===== src/rtl/dnsx_pkg.sv =====
// dnsx_pkg: shared types, codes and constants of the dns answer address extractor
// no dependencies
`timescale 1ns / 1ps

package dnsx_pkg;

  localparam int COUNT_WIDTH_DEF = 16;

  localparam logic [15:0] TYPE_A    = 16'h0001;
  localparam logic [15:0] TYPE_AAAA = 16'h001c;
  localparam logic [7:0]  TAG_MASK  = 8'hff;

  typedef enum logic [1:0] {
    KIND_V4  = 2'd0,
    KIND_V6  = 2'd1,
    KIND_END = 2'd2
  } kind_t;

  typedef enum logic [3:0] {
    PH_IDLE  = 4'd0,
    PH_IP    = 4'd1,
    PH_UDP   = 4'd2,
    PH_DNSH  = 4'd3,
    PH_QLEN  = 4'd4,
    PH_QLAB  = 4'd5,
    PH_QTAIL = 4'd6,
    PH_RFIX  = 4'd7,
    PH_RDATA = 4'd8,
    PH_DONE  = 4'd9
  } phase_t;

  typedef struct packed {
    logic [7:0] data_byte;
    logic [7:0] set_tag;
    logic       first_byte;
    logic       last_byte;
  } in_word_t;

  typedef struct packed {
    kind_t       kind;
    logic [63:0] addr_high;
    logic [63:0] addr_low;
    logic [7:0]  out_tag;
    logic        packet_done;
  } res_t;

endpackage


===== src/rtl/dnsx_if.sv =====
// dnsx_in_if, dnsx_out_if: valid/ready channels for packet bytes and extracted addresses
// no dependencies
`timescale 1ns / 1ps

interface dnsx_in_if;
  logic       valid;
  logic       ready;
  logic [7:0] data_byte;
  logic [7:0] set_tag;
  logic       first_byte;
  logic       last_byte;

  modport source (output valid, data_byte, set_tag, first_byte, last_byte, input ready);
  modport sink   (input valid, data_byte, set_tag, first_byte, last_byte, output ready);
endinterface

interface dnsx_out_if;
  logic        valid;
  logic        ready;
  logic [1:0]  kind;
  logic [63:0] addr_high;
  logic [63:0] addr_low;
  logic [7:0]  out_tag;
  logic        packet_done;

  modport source (output valid, kind, addr_high, addr_low, out_tag, packet_done, input ready);
  modport sink   (input valid, kind, addr_high, addr_low, out_tag, packet_done, output ready);
endinterface


===== src/rtl/dnsx_in_reg.sv =====
// dnsx_in_reg: input register stage for packet byte words
// depends on dnsx_pkg
`timescale 1ns / 1ps

module dnsx_in_reg (
  input  logic               clk,
  input  logic               rst_n,
  input  logic               in_valid,
  input  dnsx_pkg::in_word_t in_word,
  output logic               in_ready,
  input  logic               advance,
  output logic               step,
  output dnsx_pkg::in_word_t word
);
  import dnsx_pkg::*;

  logic     valid_r;
  in_word_t word_r;

  assign in_ready = !valid_r || advance;
  assign step     = valid_r && advance;
  assign word     = word_r;

  always_ff @(posedge clk) begin
    if (!rst_n) begin
      valid_r <= 1'b0;
    end else if (in_ready) begin
      valid_r <= in_valid;
    end
  end

  always_ff @(posedge clk) begin
    if (in_valid && in_ready) begin
      word_r <= in_word;
    end
  end

endmodule


===== src/rtl/dnsx_parser.sv =====
// dnsx_parser: per-byte header walk, answer record parse and address assembly
// depends on dnsx_pkg
`timescale 1ns / 1ps

module dnsx_parser #(
  parameter int COUNT_WIDTH = dnsx_pkg::COUNT_WIDTH_DEF
) (
  input  logic               clk,
  input  logic               rst_n,
  input  logic               step,
  input  dnsx_pkg::in_word_t word,
  output logic               res_valid,
  output dnsx_pkg::res_t     res
);
  import dnsx_pkg::*;

  localparam logic [15:0] CNT_MAX = 16'((64'd1 << COUNT_WIDTH) - 64'd1);
  localparam logic [COUNT_WIDTH-1:0] C0  = COUNT_WIDTH'(0);
  localparam logic [COUNT_WIDTH-1:0] C1  = COUNT_WIDTH'(1);
  localparam logic [COUNT_WIDTH-1:0] C2  = COUNT_WIDTH'(2);
  localparam logic [COUNT_WIDTH-1:0] C3  = COUNT_WIDTH'(3);
  localparam logic [COUNT_WIDTH-1:0] C4  = COUNT_WIDTH'(4);
  localparam logic [COUNT_WIDTH-1:0] C5  = COUNT_WIDTH'(5);
  localparam logic [COUNT_WIDTH-1:0] C6  = COUNT_WIDTH'(6);
  localparam logic [COUNT_WIDTH-1:0] C8  = COUNT_WIDTH'(8);
  localparam logic [COUNT_WIDTH-1:0] C9  = COUNT_WIDTH'(9);
  localparam logic [COUNT_WIDTH-1:0] C10 = COUNT_WIDTH'(10);
  localparam logic [COUNT_WIDTH-1:0] C12 = COUNT_WIDTH'(12);
  localparam logic [COUNT_WIDTH-1:0] C15 = COUNT_WIDTH'(15);
  localparam logic [COUNT_WIDTH-1:0] C16 = COUNT_WIDTH'(16);
  localparam logic [COUNT_WIDTH-1:0] C19 = COUNT_WIDTH'(19);
  localparam logic [COUNT_WIDTH-1:0] C39 = COUNT_WIDTH'(39);

  phase_t                 phase_r, phase_nxt;
  logic [COUNT_WIDTH-1:0] cnt_r, cnt_nxt;
  logic [COUNT_WIDTH-1:0] ans_r, ans_nxt;
  logic [7:0]             ans_hi_r, ans_hi_nxt;
  logic [15:0]            qtype_r, qtype_nxt;
  logic [15:0]            rtype_r, rtype_nxt;
  logic [15:0]            rlen_r, rlen_nxt;
  logic [63:0]            acc_hi_r, acc_hi_nxt;
  logic [63:0]            acc_lo_r, acc_lo_nxt;
  logic [7:0]             tag_r, tag_nxt;

  logic [7:0]             b;
  logic [63:0]            shift_hi, shift_lo;
  logic [COUNT_WIDTH-1:0] cnt_dec, ans_dec, hlen_m1;
  logic [15:0]            rlen_dec, ans_raw;
  logic                   rdy4, rdy6;

  assign b        = word.data_byte;
  assign shift_hi = {acc_hi_r[55:0], acc_lo_r[63:56]};
  assign shift_lo = {acc_lo_r[55:0], b};
  assign cnt_dec  = cnt_r - C1;
  assign ans_dec  = ans_r - C1;
  assign rlen_dec = rlen_r - 16'd1;
  assign ans_raw  = {ans_hi_r, b};

  // ip header length minus one: ipv4 ihl below five taken as five, other versions 40 bytes (ipv6)
  always_comb begin
    if (b[7:4] == 4'd4) begin
      if (b[3:0] < 4'd5) begin
        hlen_m1 = C19;
      end else begin
        hlen_m1 = COUNT_WIDTH'({b[3:0], 2'b00}) - C1;
      end
    end else begin
      hlen_m1 = C39;
    end
  end

  assign rdy4 = !word.first_byte && phase_r == PH_RDATA && cnt_r == C3 && rtype_r == TYPE_A;
  assign rdy6 = !word.first_byte && phase_r == PH_RDATA && cnt_r == C15 &&
                rtype_r == TYPE_AAAA;

  // next state
  always_comb begin
    logic [15:0] qcur;
    logic [15:0] tcur;
    logic [15:0] lcur;
    phase_nxt  = phase_r;
    cnt_nxt    = cnt_r;
    ans_nxt    = ans_r;
    ans_hi_nxt = ans_hi_r;
    qtype_nxt  = qtype_r;
    rtype_nxt  = rtype_r;
    rlen_nxt   = rlen_r;
    acc_hi_nxt = acc_hi_r;
    acc_lo_nxt = acc_lo_r;
    tag_nxt    = tag_r;
    qcur       = qtype_r;
    tcur       = rtype_r;
    lcur       = rlen_r;
    if (step) begin
      if (word.first_byte) begin
        tag_nxt   = word.set_tag & TAG_MASK;
        phase_nxt = PH_IP;
        cnt_nxt   = hlen_m1;
        ans_nxt   = C0;
      end else begin
        case (phase_r)
          PH_IP: begin
            cnt_nxt = cnt_dec;
            if (cnt_dec == C0) begin
              phase_nxt = PH_UDP;
              cnt_nxt   = C8;
            end
          end
          PH_UDP: begin
            cnt_nxt = cnt_dec;
            if (cnt_dec == C0) begin
              phase_nxt = PH_DNSH;
              cnt_nxt   = C12;
            end
          end
          PH_DNSH: begin
            if (cnt_r == C6) begin
              ans_hi_nxt = b;
            end
            if (cnt_r == C5) begin
              ans_nxt = (ans_raw > CNT_MAX) ? {COUNT_WIDTH{1'b1}} : ans_raw[COUNT_WIDTH-1:0];
            end
            cnt_nxt = cnt_dec;
            if (cnt_dec == C0) begin
              phase_nxt = PH_QLEN;
            end
          end
          PH_QLEN: begin
            if (b == 8'd0) begin
              phase_nxt = PH_QTAIL;
              cnt_nxt   = C4;
            end else begin
              phase_nxt = PH_QLAB;
              cnt_nxt   = COUNT_WIDTH'(b);
            end
          end
          PH_QLAB: begin
            cnt_nxt = cnt_dec;
            if (cnt_dec == C0) begin
              phase_nxt = PH_QLEN;
            end
          end
          PH_QTAIL: begin
            if (cnt_r == C4) begin
              qcur = {b, 8'h00};
            end
            if (cnt_r == C3) begin
              qcur = {qtype_r[15:8], b};
            end
            qtype_nxt = qcur;
            cnt_nxt   = cnt_dec;
            if (cnt_dec == C0) begin
              if (ans_r != C0 && (qcur == TYPE_A || qcur == TYPE_AAAA)) begin
                phase_nxt = PH_RFIX;
                cnt_nxt   = C12;
              end else begin
                phase_nxt = PH_DONE;
              end
            end
          end
          PH_RFIX: begin
            if (cnt_r == C10) begin
              tcur = {b, 8'h00};
            end
            if (cnt_r == C9) begin
              tcur = {rtype_r[15:8], b};
            end
            if (cnt_r == C2) begin
              lcur = {b, 8'h00};
            end
            if (cnt_r == C1) begin
              lcur = {rlen_r[15:8], b};
            end
            cnt_nxt = cnt_dec;
            if (cnt_dec == C0) begin
              // short rdata drops the record type so nothing is emitted
              if ((tcur == TYPE_A && lcur < 16'd4) || (tcur == TYPE_AAAA && lcur < 16'd16)) begin
                tcur = 16'd0;
              end
              if (lcur == 16'd0) begin
                ans_nxt = ans_dec;
                if (ans_dec == C0) begin
                  phase_nxt = PH_DONE;
                end else begin
                  phase_nxt = PH_RFIX;
                  cnt_nxt   = C12;
                end
              end else begin
                phase_nxt  = PH_RDATA;
                cnt_nxt    = C0;
                acc_hi_nxt = 64'd0;
                acc_lo_nxt = 64'd0;
              end
            end
            rtype_nxt = tcur;
            rlen_nxt  = lcur;
          end
          PH_RDATA: begin
            if (cnt_r < C16) begin
              acc_hi_nxt = shift_hi;
              acc_lo_nxt = shift_lo;
              cnt_nxt    = cnt_r + C1;
            end
            rlen_nxt = rlen_dec;
            if (rlen_dec == 16'd0) begin
              ans_nxt = ans_dec;
              if (ans_dec == C0) begin
                phase_nxt = PH_DONE;
              end else begin
                phase_nxt = PH_RFIX;
                cnt_nxt   = C12;
              end
            end
          end
          default: begin
          end
        endcase
      end
      if (word.last_byte) begin
        phase_nxt = PH_IDLE;
      end
    end
  end

  // outputs
  always_comb begin
    res_valid       = 1'b0;
    res.kind        = KIND_END;
    res.addr_high   = 64'd0;
    res.addr_low    = 64'd0;
    res.out_tag     = word.first_byte ? (word.set_tag & TAG_MASK) : tag_r;
    res.packet_done = word.last_byte;
    if (step) begin
      if (word.first_byte) begin
        res_valid = word.last_byte;
      end else if (phase_r != PH_IDLE) begin
        res_valid = rdy4 || rdy6 || word.last_byte;
      end
    end
    if (rdy4) begin
      res.kind     = KIND_V4;
      res.addr_low = {32'd0, shift_lo[31:0]};
    end else if (rdy6) begin
      res.kind      = KIND_V6;
      res.addr_high = shift_hi;
      res.addr_low  = shift_lo;
    end
  end

  always_ff @(posedge clk) begin
    if (!rst_n) begin
      phase_r <= PH_IDLE;
      cnt_r   <= C0;
      ans_r   <= C0;
    end else begin
      phase_r <= phase_nxt;
      cnt_r   <= cnt_nxt;
      ans_r   <= ans_nxt;
    end
  end

  always_ff @(posedge clk) begin
    ans_hi_r <= ans_hi_nxt;
    qtype_r  <= qtype_nxt;
    rtype_r  <= rtype_nxt;
    rlen_r   <= rlen_nxt;
    acc_hi_r <= acc_hi_nxt;
    acc_lo_r <= acc_lo_nxt;
    tag_r    <= tag_nxt;
  end

  a_last_goes_idle: assert property (@(posedge clk) disable iff (!rst_n)
    step && word.last_byte |=> phase_r == PH_IDLE)
    else $error("parser not idle after packet end");

  a_end_only_on_last: assert property (@(posedge clk) disable iff (!rst_n)
    res_valid && res.kind == KIND_END |-> res.packet_done)
    else $error("end result without last byte");

  a_v4_upper_zero: assert property (@(posedge clk) disable iff (!rst_n)
    res_valid && res.kind == KIND_V4 |-> res.addr_high == 64'd0 && res.addr_low[63:32] == 32'd0)
    else $error("ipv4 result with upper bits set");

  a_addr_in_rdata: assert property (@(posedge clk) disable iff (!rst_n)
    res_valid && (res.kind == KIND_V4 || res.kind == KIND_V6) |-> phase_r == PH_RDATA)
    else $error("address result outside record data");

endmodule


===== src/rtl/dnsx_out_reg.sv =====
// dnsx_out_reg: result register with valid/ready handshake toward the receiver
// depends on dnsx_pkg
`timescale 1ns / 1ps

module dnsx_out_reg (
  input  logic             clk,
  input  logic             rst_n,
  input  logic             res_valid,
  input  dnsx_pkg::res_t   res,
  output logic             advance,
  output logic             out_valid,
  input  logic             out_ready,
  output dnsx_pkg::res_t   out_word
);
  import dnsx_pkg::*;

  logic out_valid_r;
  res_t out_r;

  assign advance   = !out_valid_r || out_ready;
  assign out_valid = out_valid_r;
  assign out_word  = out_r;

  always_ff @(posedge clk) begin
    if (!rst_n) begin
      out_valid_r <= 1'b0;
    end else if (advance) begin
      out_valid_r <= res_valid;
    end
  end

  always_ff @(posedge clk) begin
    if (advance && res_valid) begin
      out_r <= res;
    end
  end

endmodule


===== src/rtl/dns_answer_address_extractor.sv =====
// dns_answer_address_extractor: top level that pulls a and aaaa addresses out of dns responses
// depends on dnsx_pkg, dnsx_if, dnsx_in_reg, dnsx_parser, dnsx_out_reg
//
// in_ch takes one packet word per cycle while in_ch.ready is high, starting at the ip
// header; first_byte marks a packet start (and samples set_tag), last_byte marks its end
// out_ch gives one word per extracted address: kind v4 or v6 with the address,
// or kind end on the last byte of a packet when no address finishes there;
// packet_done is set when the word coincides with the packet's last byte
// the input register loads at the accept edge, then parse logic feeds the result
// register; throughput: one packet word per cycle while out_ch is not stalled, and
// most words produce no output word
// the two registers decouple the sides, so input is taken while a result
// waits; when out_ch.ready stays low both registers fill and in_ch.ready drops
// reset (rst_n low, synchronous) empties both registers and returns the parser
// to idle; words without first_byte are dropped until a packet starts
`timescale 1ns / 1ps

module dns_answer_address_extractor #(
  parameter int COUNT_WIDTH = dnsx_pkg::COUNT_WIDTH_DEF
) (
  input logic             clk,
  input logic             rst_n,
  dnsx_in_if.sink         in_ch,
  dnsx_out_if.source      out_ch
);
  import dnsx_pkg::*;

  in_word_t in_word, word;
  res_t     res, out_word;
  logic     in_ready, step, advance, res_valid, out_valid;

  assign in_word.data_byte  = in_ch.data_byte;
  assign in_word.set_tag    = in_ch.set_tag;
  assign in_word.first_byte = in_ch.first_byte;
  assign in_word.last_byte  = in_ch.last_byte;
  assign in_ch.ready        = in_ready;

  dnsx_in_reg u_in_reg (
    .clk      (clk),
    .rst_n    (rst_n),
    .in_valid (in_ch.valid),
    .in_word  (in_word),
    .in_ready (in_ready),
    .advance  (advance),
    .step     (step),
    .word     (word)
  );

  dnsx_parser #(
    .COUNT_WIDTH (COUNT_WIDTH)
  ) u_parser (
    .clk       (clk),
    .rst_n     (rst_n),
    .step      (step),
    .word      (word),
    .res_valid (res_valid),
    .res       (res)
  );

  dnsx_out_reg u_out_reg (
    .clk       (clk),
    .rst_n     (rst_n),
    .res_valid (res_valid),
    .res       (res),
    .advance   (advance),
    .out_valid (out_valid),
    .out_ready (out_ch.ready),
    .out_word  (out_word)
  );

  assign out_ch.valid       = out_valid;
  assign out_ch.kind        = out_word.kind;
  assign out_ch.addr_high   = out_word.addr_high;
  assign out_ch.addr_low    = out_word.addr_low;
  assign out_ch.out_tag     = out_word.out_tag;
  assign out_ch.packet_done = out_word.packet_done;

endmodule

===== src/flat_wrapper.sv =====
// flat-port wrapper written by rule: the top's interface ports become plain ports
module dns_answer_address_extractor_flat import dnsx_pkg::*;
#(
  parameter int COUNT_WIDTH = dnsx_pkg::COUNT_WIDTH_DEF
)
  (clk, rst_n, in_ch_valid, in_ch_data_byte, in_ch_set_tag, in_ch_first_byte, in_ch_last_byte, in_ch_ready, out_ch_valid, out_ch_kind, out_ch_addr_high, out_ch_addr_low, out_ch_out_tag, out_ch_packet_done, out_ch_ready);
  dnsx_in_if in_ch_i ();
  dnsx_out_if out_ch_i ();
  input logic clk;
  input logic rst_n;
  input wire logic [$bits(in_ch_i.valid)-1:0] in_ch_valid;
  input wire logic [$bits(in_ch_i.data_byte)-1:0] in_ch_data_byte;
  input wire logic [$bits(in_ch_i.set_tag)-1:0] in_ch_set_tag;
  input wire logic [$bits(in_ch_i.first_byte)-1:0] in_ch_first_byte;
  input wire logic [$bits(in_ch_i.last_byte)-1:0] in_ch_last_byte;
  output wire logic [$bits(in_ch_i.ready)-1:0] in_ch_ready;
  output wire logic [$bits(out_ch_i.valid)-1:0] out_ch_valid;
  output wire logic [$bits(out_ch_i.kind)-1:0] out_ch_kind;
  output wire logic [$bits(out_ch_i.addr_high)-1:0] out_ch_addr_high;
  output wire logic [$bits(out_ch_i.addr_low)-1:0] out_ch_addr_low;
  output wire logic [$bits(out_ch_i.out_tag)-1:0] out_ch_out_tag;
  output wire logic [$bits(out_ch_i.packet_done)-1:0] out_ch_packet_done;
  input wire logic [$bits(out_ch_i.ready)-1:0] out_ch_ready;
  assign in_ch_i.valid = in_ch_valid;
  assign in_ch_i.data_byte = in_ch_data_byte;
  assign in_ch_i.set_tag = in_ch_set_tag;
  assign in_ch_i.first_byte = in_ch_first_byte;
  assign in_ch_i.last_byte = in_ch_last_byte;
  assign in_ch_ready = in_ch_i.ready;
  assign out_ch_valid = out_ch_i.valid;
  assign out_ch_kind = out_ch_i.kind;
  assign out_ch_addr_high = out_ch_i.addr_high;
  assign out_ch_addr_low = out_ch_i.addr_low;
  assign out_ch_out_tag = out_ch_i.out_tag;
  assign out_ch_packet_done = out_ch_i.packet_done;
  assign out_ch_i.ready = out_ch_ready;
  dns_answer_address_extractor #(.COUNT_WIDTH(COUNT_WIDTH)) u_core (.clk(clk), .rst_n(rst_n), .in_ch(in_ch_i), .out_ch(out_ch_i));
endmodule

===== config.mk =====
export PLATFORM = sky130hd
export DESIGN_NAME = dns_answer_address_extractor_flat
export DESIGN_NICKNAME = d
export VERILOG_FILES = /design/src/rtl/dnsx_pkg.sv /design/src/rtl/dnsx_if.sv /design/src/rtl/dnsx_in_reg.sv /design/src/rtl/dnsx_parser.sv /design/src/rtl/dnsx_out_reg.sv /design/src/rtl/dns_answer_address_extractor.sv /design/src/flat_wrapper.sv
export SDC_FILE = /design/constraint.sdc
export NUM_CORES = 1
export LEC_CHECK = 0
export BUFFER_PORTS_ARGS = -buffer_cell sky130_fd_sc_hd__buf_4
export CAP_MARGIN = 30
export CORE_AREA = 4 4 191 193
export DETAILED_ROUTE_END_ITERATION = 8
export DIE_AREA = 0 0 195 197
export HOLD_SLACK_MARGIN = 0.15
export PLACE_DENSITY = 0.68
export SLEW_MARGIN = 25
export SYNTH_ARGS = -nofsm -noshare
export SYNTH_HDL_FRONTEND = slang
export SYNTH_SLANG_ARGS = --single-unit

===== constraint.sdc =====
create_clock -name clk -period 43.8 [get_ports clk]
set_clock_uncertainty 0.05 [all_clocks]
set_input_delay 4.38 -clock clk [delete_from_list [all_inputs] [get_ports clk]]
set_output_delay 4.38 -clock clk [all_outputs]
set_load 0.03 [all_outputs]

Yosys cells after proc, flatten, opt, wreduce, memory -nomap -nowiden --
Cells that the tools add are included.
Storage, ports and cells: register bits after elaboration 379, bits of input ports 22, output and inout port bits 141
Operators by class: eq/ne operators 37, $lt $le $gt $ge 5, bitwise gates (word level) 2, add/sub/neg operators 5, mux-type cells 65, reductions and logical operators 41
Operator list (number):
- two-way mux 16 bit | 36
- two-way mux 64 bit | 3
- two-way mux 130 bit | 1
- one-hot mux 64 bit (2 select lines) | 1
- one-hot mux 16 bit (7 select lines) | 1
- one-hot mux 56 bit (2 select lines) | 1
- == test 16 x 1 -> 1 bit, second input constant | 4
- zero test 16 bit | 4
- two-way mux 56 bit | 1
- == test 16 x 3 -> 1 bit, second input constant | 3
- == test 16 x 4 -> 1 bit, second input constant | 3
- == test 16 x 5 -> 1 bit, second input constant | 3
- one-hot mux 16 bit (3 select lines) | 1
- subtractor 16 x 1 -> 16 bit, second input constant | 3
- two-way mux 4 bit | 11
- == test 16 x 2 -> 1 bit, second input constant | 2
- less-than comparator 16 x 5 -> 1 bit, second input constant | 2
- two-way mux 32 bit | 1
- one-hot mux 16 bit (2 select lines) | 1
- one-hot mux 4 bit (7 select lines) | 1
- == test 4 x 3 -> 1 bit, second input constant | 5
- adder 16 x 1 -> 16 bit, second input constant | 1
- greater-than comparator 16 bit, second input constant | 1
- less-than comparator 16 x 3 -> 1 bit, second input constant | 1
- 30 further kinds | 64

Depth between registers and ports, before layout --
word-level depth 14, gate-level depth with buffers 12, gate-level depth less buffers 10

Cells and area by module --
From an unflattened synthesis, not the netlist that was laid out.
Second synthesis, totals: cell total of the unflattened synthesis 1395, area, all modules 17113.9 µm²
Modules (own cells, without submodules):
- dnsx_parser | area each 12276.8 µm², cells an instance 1227, instances 1, sequential area each 6246.0 µm²
- dnsx_out_reg | area each 4231.6 µm², cells an instance 144, instances 1, sequential area each 4194.0 µm²
- dnsx_in_reg | area each 605.6 µm², cells an instance 24, instances 1, sequential area each 560.5 µm²

Worst setup path after synthesis --
No wires, ideal clock.
kind input port to flip-flop, from in out_ch_ready, to reg u_core.u_parser.acc_hi_r[0], enable pin, stages on the path 5, library setup time 0.893 ns, arrival 16.439 ns, data required time 42.857 ns, path slack 26.417 ns, cell sequence nor2b_1 > nand2b_1 > clkinv_1 > nand2_1 > nor4_1
Between the ends: cells in the longest elaborated chain, start to end 3
RTL lines:
- from (decl) | RTL line flat_wrapper.sv:23 | input wire logic [$bits(out_ch_i.ready)-1:0] out_ch_ready;
- logical OR 1 bit | RTL line dnsx_out_reg.sv:20 | assign advance = !out_valid_r || out_ready;
- logical AND 1 bit | RTL line dnsx_in_reg.sv:21 | assign step = valid_r && advance;
- via u_core.step | RTL line dns_answer_address_extractor.sv:30 | logic in_ready, step, advance, res_valid, out_valid;
- AND reduction 6 bit (no source line)
- to (signal assigned) | RTL line dnsx_parser.sv:267 | acc_hi_r <= acc_hi_nxt;
- to (decl) | RTL line dnsx_parser.sv:41 | logic [63:0] acc_hi_r, acc_hi_nxt;
The timed path passes the listed nets, and every way through them passes these cells. A chain may end at the register's enable or synchronous reset.

Worst setup path after layout --
from in out_ch_ready, to out in_ch_ready
Between the ends: cells in the longest elaborated chain, start to end 2
RTL lines:
- logical OR 1 bit | RTL line dnsx_out_reg.sv:20
- logical OR 1 bit | RTL line dnsx_in_reg.sv:20 | assign in_ready = !valid_r || advance;
- to (decl) | RTL line flat_wrapper.sv:16 | output wire logic [$bits(in_ch_i.ready)-1:0] in_ch_ready;
Every way passes these cells.

==> impl_metrics.json <==
{
  "status": "finished, final reports clean",
  "dp.cells": 1929,
  "synth_edf_count": 341,
  "synth_nets": 1419,
  "route.vias.total": 11700,
  "async_flop_share_pct": 0,
  "intPower_mw": 0.636,
  "multi_input_area_sq_mm": 0.00578,
  "first_iter_violations": 1084,
  "worst_pin_slew_ps": 913,
  "ys_types": 88,
  "antenna_cells": 0,
  "postCtsSetupBuffers": 0,
  "finalCritPeriodShare_pct": 21.5,
  "grt_pass1_wl_um": 63500,
  "fin_nets": 1552,
  "layout_setup_ws_ps": 34380,
  "ys.warnings.count": 0,
  "seq_area_frac_synth_pct": 64.0,
  "clkSlewWorstSetupHoldPaths_ps": 50,
  "grt_max_degree": 129,
  "cp_data_required_time_ps": 39370,
  "dp_hpwl_um": 27000,
  "cts_made_buffers": 41,
  "hold_path_class": "reg2reg",
  "combPwrFrac_pct": 5.1,
  "power_frac_clock_pct": 45.7,
  "antenna_found_initial": 0,
  "start_util_pct": 49.8,
  "rows": 68,
  "cts_root_buf": "clkbuf_16",
  "worstSetupPathType": "in2out",
  "area_growth_pct": 18.3,
  "chipHeight_um": 197,
  "drv_cap": 0,
  "syn_area_per_cell_sq_um": 12.4,
  "setup_tns_ps": 0,
  "dieArea_sq_mm": 0.0384,
  "instances_no_fill": 2005,
  "cts_tree": "done",
  "power_density_mw_per_mm2": 39.6,
  "cts_resized": 0,
  "fin_area_sq_mm": 0.0203,
  "setup_viol": 0,
  "wl_per_cell_um": 20.3,
  "netlist_area_sq_mm": 0.0172,
  "drc_errors": 0,
  "seq_area_sq_mm": 0.0110,
  "cp-end-kind": "output port",
  "timing.fmax_mhz": 106,
  "htree_levels": 2,
  "critPathArrivalTime_ps": 4990,
  "grt_usage_pct": 20.5,
  "power.switching_mw": 0.168,
  "fillers": 2747,
  "clkLatencyLatePin_ps": 550,
  "ir_drop_uv": 29.0,
  "relSlewSlack_pct": 39.1,
  "grt_setup_unrepaired": "false",
  "ios": 163,
  "holdBufCountCts": 0,
  "grt_pass1_vias": 11100,
  "finalCriticalPeriod_ps": 9420,
  "slew_violations": 0,
  "ys_ff_latch": 379,
  "p_leak_nw": 7.93,
  "core_sq_mm": 0.0345,
  "power.share.sequential_pct": 49.2,
  "vias_per_cell": 5.84,
  "clock_sink_count": 379,
  "hold_viol": 0,
  "postSynthCellCount": 1385,
  "placed_area_sq_mm": 0.0189,
  "synthFlopType": "edfxtp_1",
  "crit_path_start_kind": "input port",
  "pre_cts_slack_ps": 34400,
  "ant_nets": 0,
  "numPortBuffers": 162,
  "place.gp.congestion": 0.915,
  "crit_fanout": 4,
  "wirelength_um": 40800,
  "grt_overflow": 0,
  "clockBufferDepth": 3,
  "p_sw_share_pct": 20.9,
  "first_pass_iters": 5,
  "final_util_pct": 58.9,
  "drive_gt1_share_pct": 20.1,
  "die_w_um": 195
}
power groups by stage:
stage | combinational, mW | clock (mW) | sequential [mW]
after floorplan | 0.0261 | 0 | 0.405
after global placement | 0.0395 | 0 | 0.404
after detailed placement | 0.0401 | 0 | 0.404
after CTS | 0.0403 | 0.374 | 0.396
after global routing | 0.0442 | 0.392 | 0.396
final | 0.0408 | 0.367 | 0.396
path summary, 6_finish.rpt:
check / start / endpoint / slack, ps / cells after the start
setup / recovery: out_ch_ready / in_ch_ready / 34380 / 4
hold / removal: u_core.u_parser.cnt_r[14] / u_core.u_parser.cnt_r[14] / 460 / 1
setup reg to reg: u_core.u_parser.cnt_r[0] / u_core.u_parser.acc_hi_r[13] / 38510 / 11
hold reg to reg: u_core.u_parser.cnt_r[14] / u_core.u_parser.cnt_r[14] / 460 / 1
layout by cell type (no fill, tap or decap), types with 10 or more instances in the layout:
master / instances
a22o_1: 12
dfxtp_1: 37
nor3_1: 32
inv_1: 19
clkinv_2: 10
o211ai_1: 10
nor2_1: 79
nand3_1: 31
xnor2_1: 19
mux2_2: 20
ha_1: 12
or4_1: 15
nand4_1: 15
o22ai_1: 10
buf_4: 183
nor2b_1: 38
o21ai_0: 39
nand2_1: 79
nor4_1: 23
o221ai_1: 11
mux2i_1: 10
a21oi_1: 32
clkbuf_16: 42
and2_1: 112
edfxtp_1: 341
and3_1: 121
cells in the mapped netlist, types with 6 or more instances:
library cell	n	area share, %
a211o_1	6	0.31
a21oi_1	33	0.96
a221oi_1	7	0.36
a22o_1	12	0.61
a31oi_1	10	0.36
and2_1	112	4.1
and3_1	121	4.4
buf_2	8	0.23
clkbuf_1	85	1.9
dfxtp_1	38	4.4
edfxtp_1	341	60
ha_1	12	0.87
inv_1	19	0.41
mux2_2	20	1.3
mux2i_1	10	0.58
nand2_1	79	1.7
nand2b_1	9	0.33
nand3_1	31	0.90
nand4_1	15	0.55
nor2_1	80	1.7
nor2b_1	38	1.4
nor3_1	33	0.96
nor4_1	26	0.95
nor4b_1	8	0.41
o211ai_1	10	0.44
o21ai_0	39	1.1
o21ai_1	8	0.23
o221ai_1	11	0.56
o22ai_1	10	0.36
o31ai_1	6	0.26
or2_2	6	0.22
or3_1	7	0.25
or4_1	15	0.66
xnor2_1	19	0.97
flip-flops by register name, indices dropped and copies added, names as in the netlist:
register and cells:
u_core.u_in_reg.valid_r 1, u_core.u_in_reg.word 18, u_core.u_out_reg.out_valid 1, u_core.u_out_reg.out_word 139
u_core.u_parser.acc_hi_r 56, u_core.u_parser.acc_lo_r 64, u_core.u_parser.ans_hi_r 8, u_core.u_parser.ans_r 16
u_core.u_parser.cnt_r 16, u_core.u_parser.phase_r 4, u_core.u_parser.qtype_r 16, u_core.u_parser.rlen_r 16
u_core.u_parser.rtype_r 16, u_core.u_parser.tag_r 8
cell type report:
class	count	area share (%)
clock buffer	48	5.28
clock inverter	27	1.83
inverter	21	0.388
multi-input combinational	887	28.4
sequential	379	54.1
tap	455	2.80
timing repair buffer	188	7.14
metal layers:
metal	vias up	global-route usage (%)	wire, um
li1	5496	-	-
met1	5689	28.3	17300
met2	453	33.5	19800
met3	75	3.69	2680
met4	0	6.28	1030
met5	-	0	0
metrics by stage:
| stage | hold WS (ps) | total power [mW] |
|---|---|---|
| 2_1_floorplan | 374 | 0.431 |
| 3_3_place_gp | 442 | 0.443 |
| 3_5_place_dp | 455 | 0.444 |
| 4_1_cts | 463 | 0.811 |
| 5_1_grt | 480 | 0.832 |
| 6_report | 457 | 0.804 |
logic make-up (layout without fill, tap and decap cells):
kind of cell	count (synthesis)	in the layout	share of synthesized area (%)
multiplexers	30	30	1.89
XOR/XNOR	24	24	1.22
AO/OA/AOI/OAI	214	214	9.11
adder cells (fa/ha/maj)	12	12	0.873
buffers and inverters	119	284	2.74
flip-flops	379	379	64.0
AND/OR/NAND/NOR	607	607	20.2
critical path, cell delays in order:
cell     delay (ps)
buf_4           110
nor2b_1         220
nand2_1         100
buf_4           170
No activity file was read; power rests on OpenSTA's default activity.
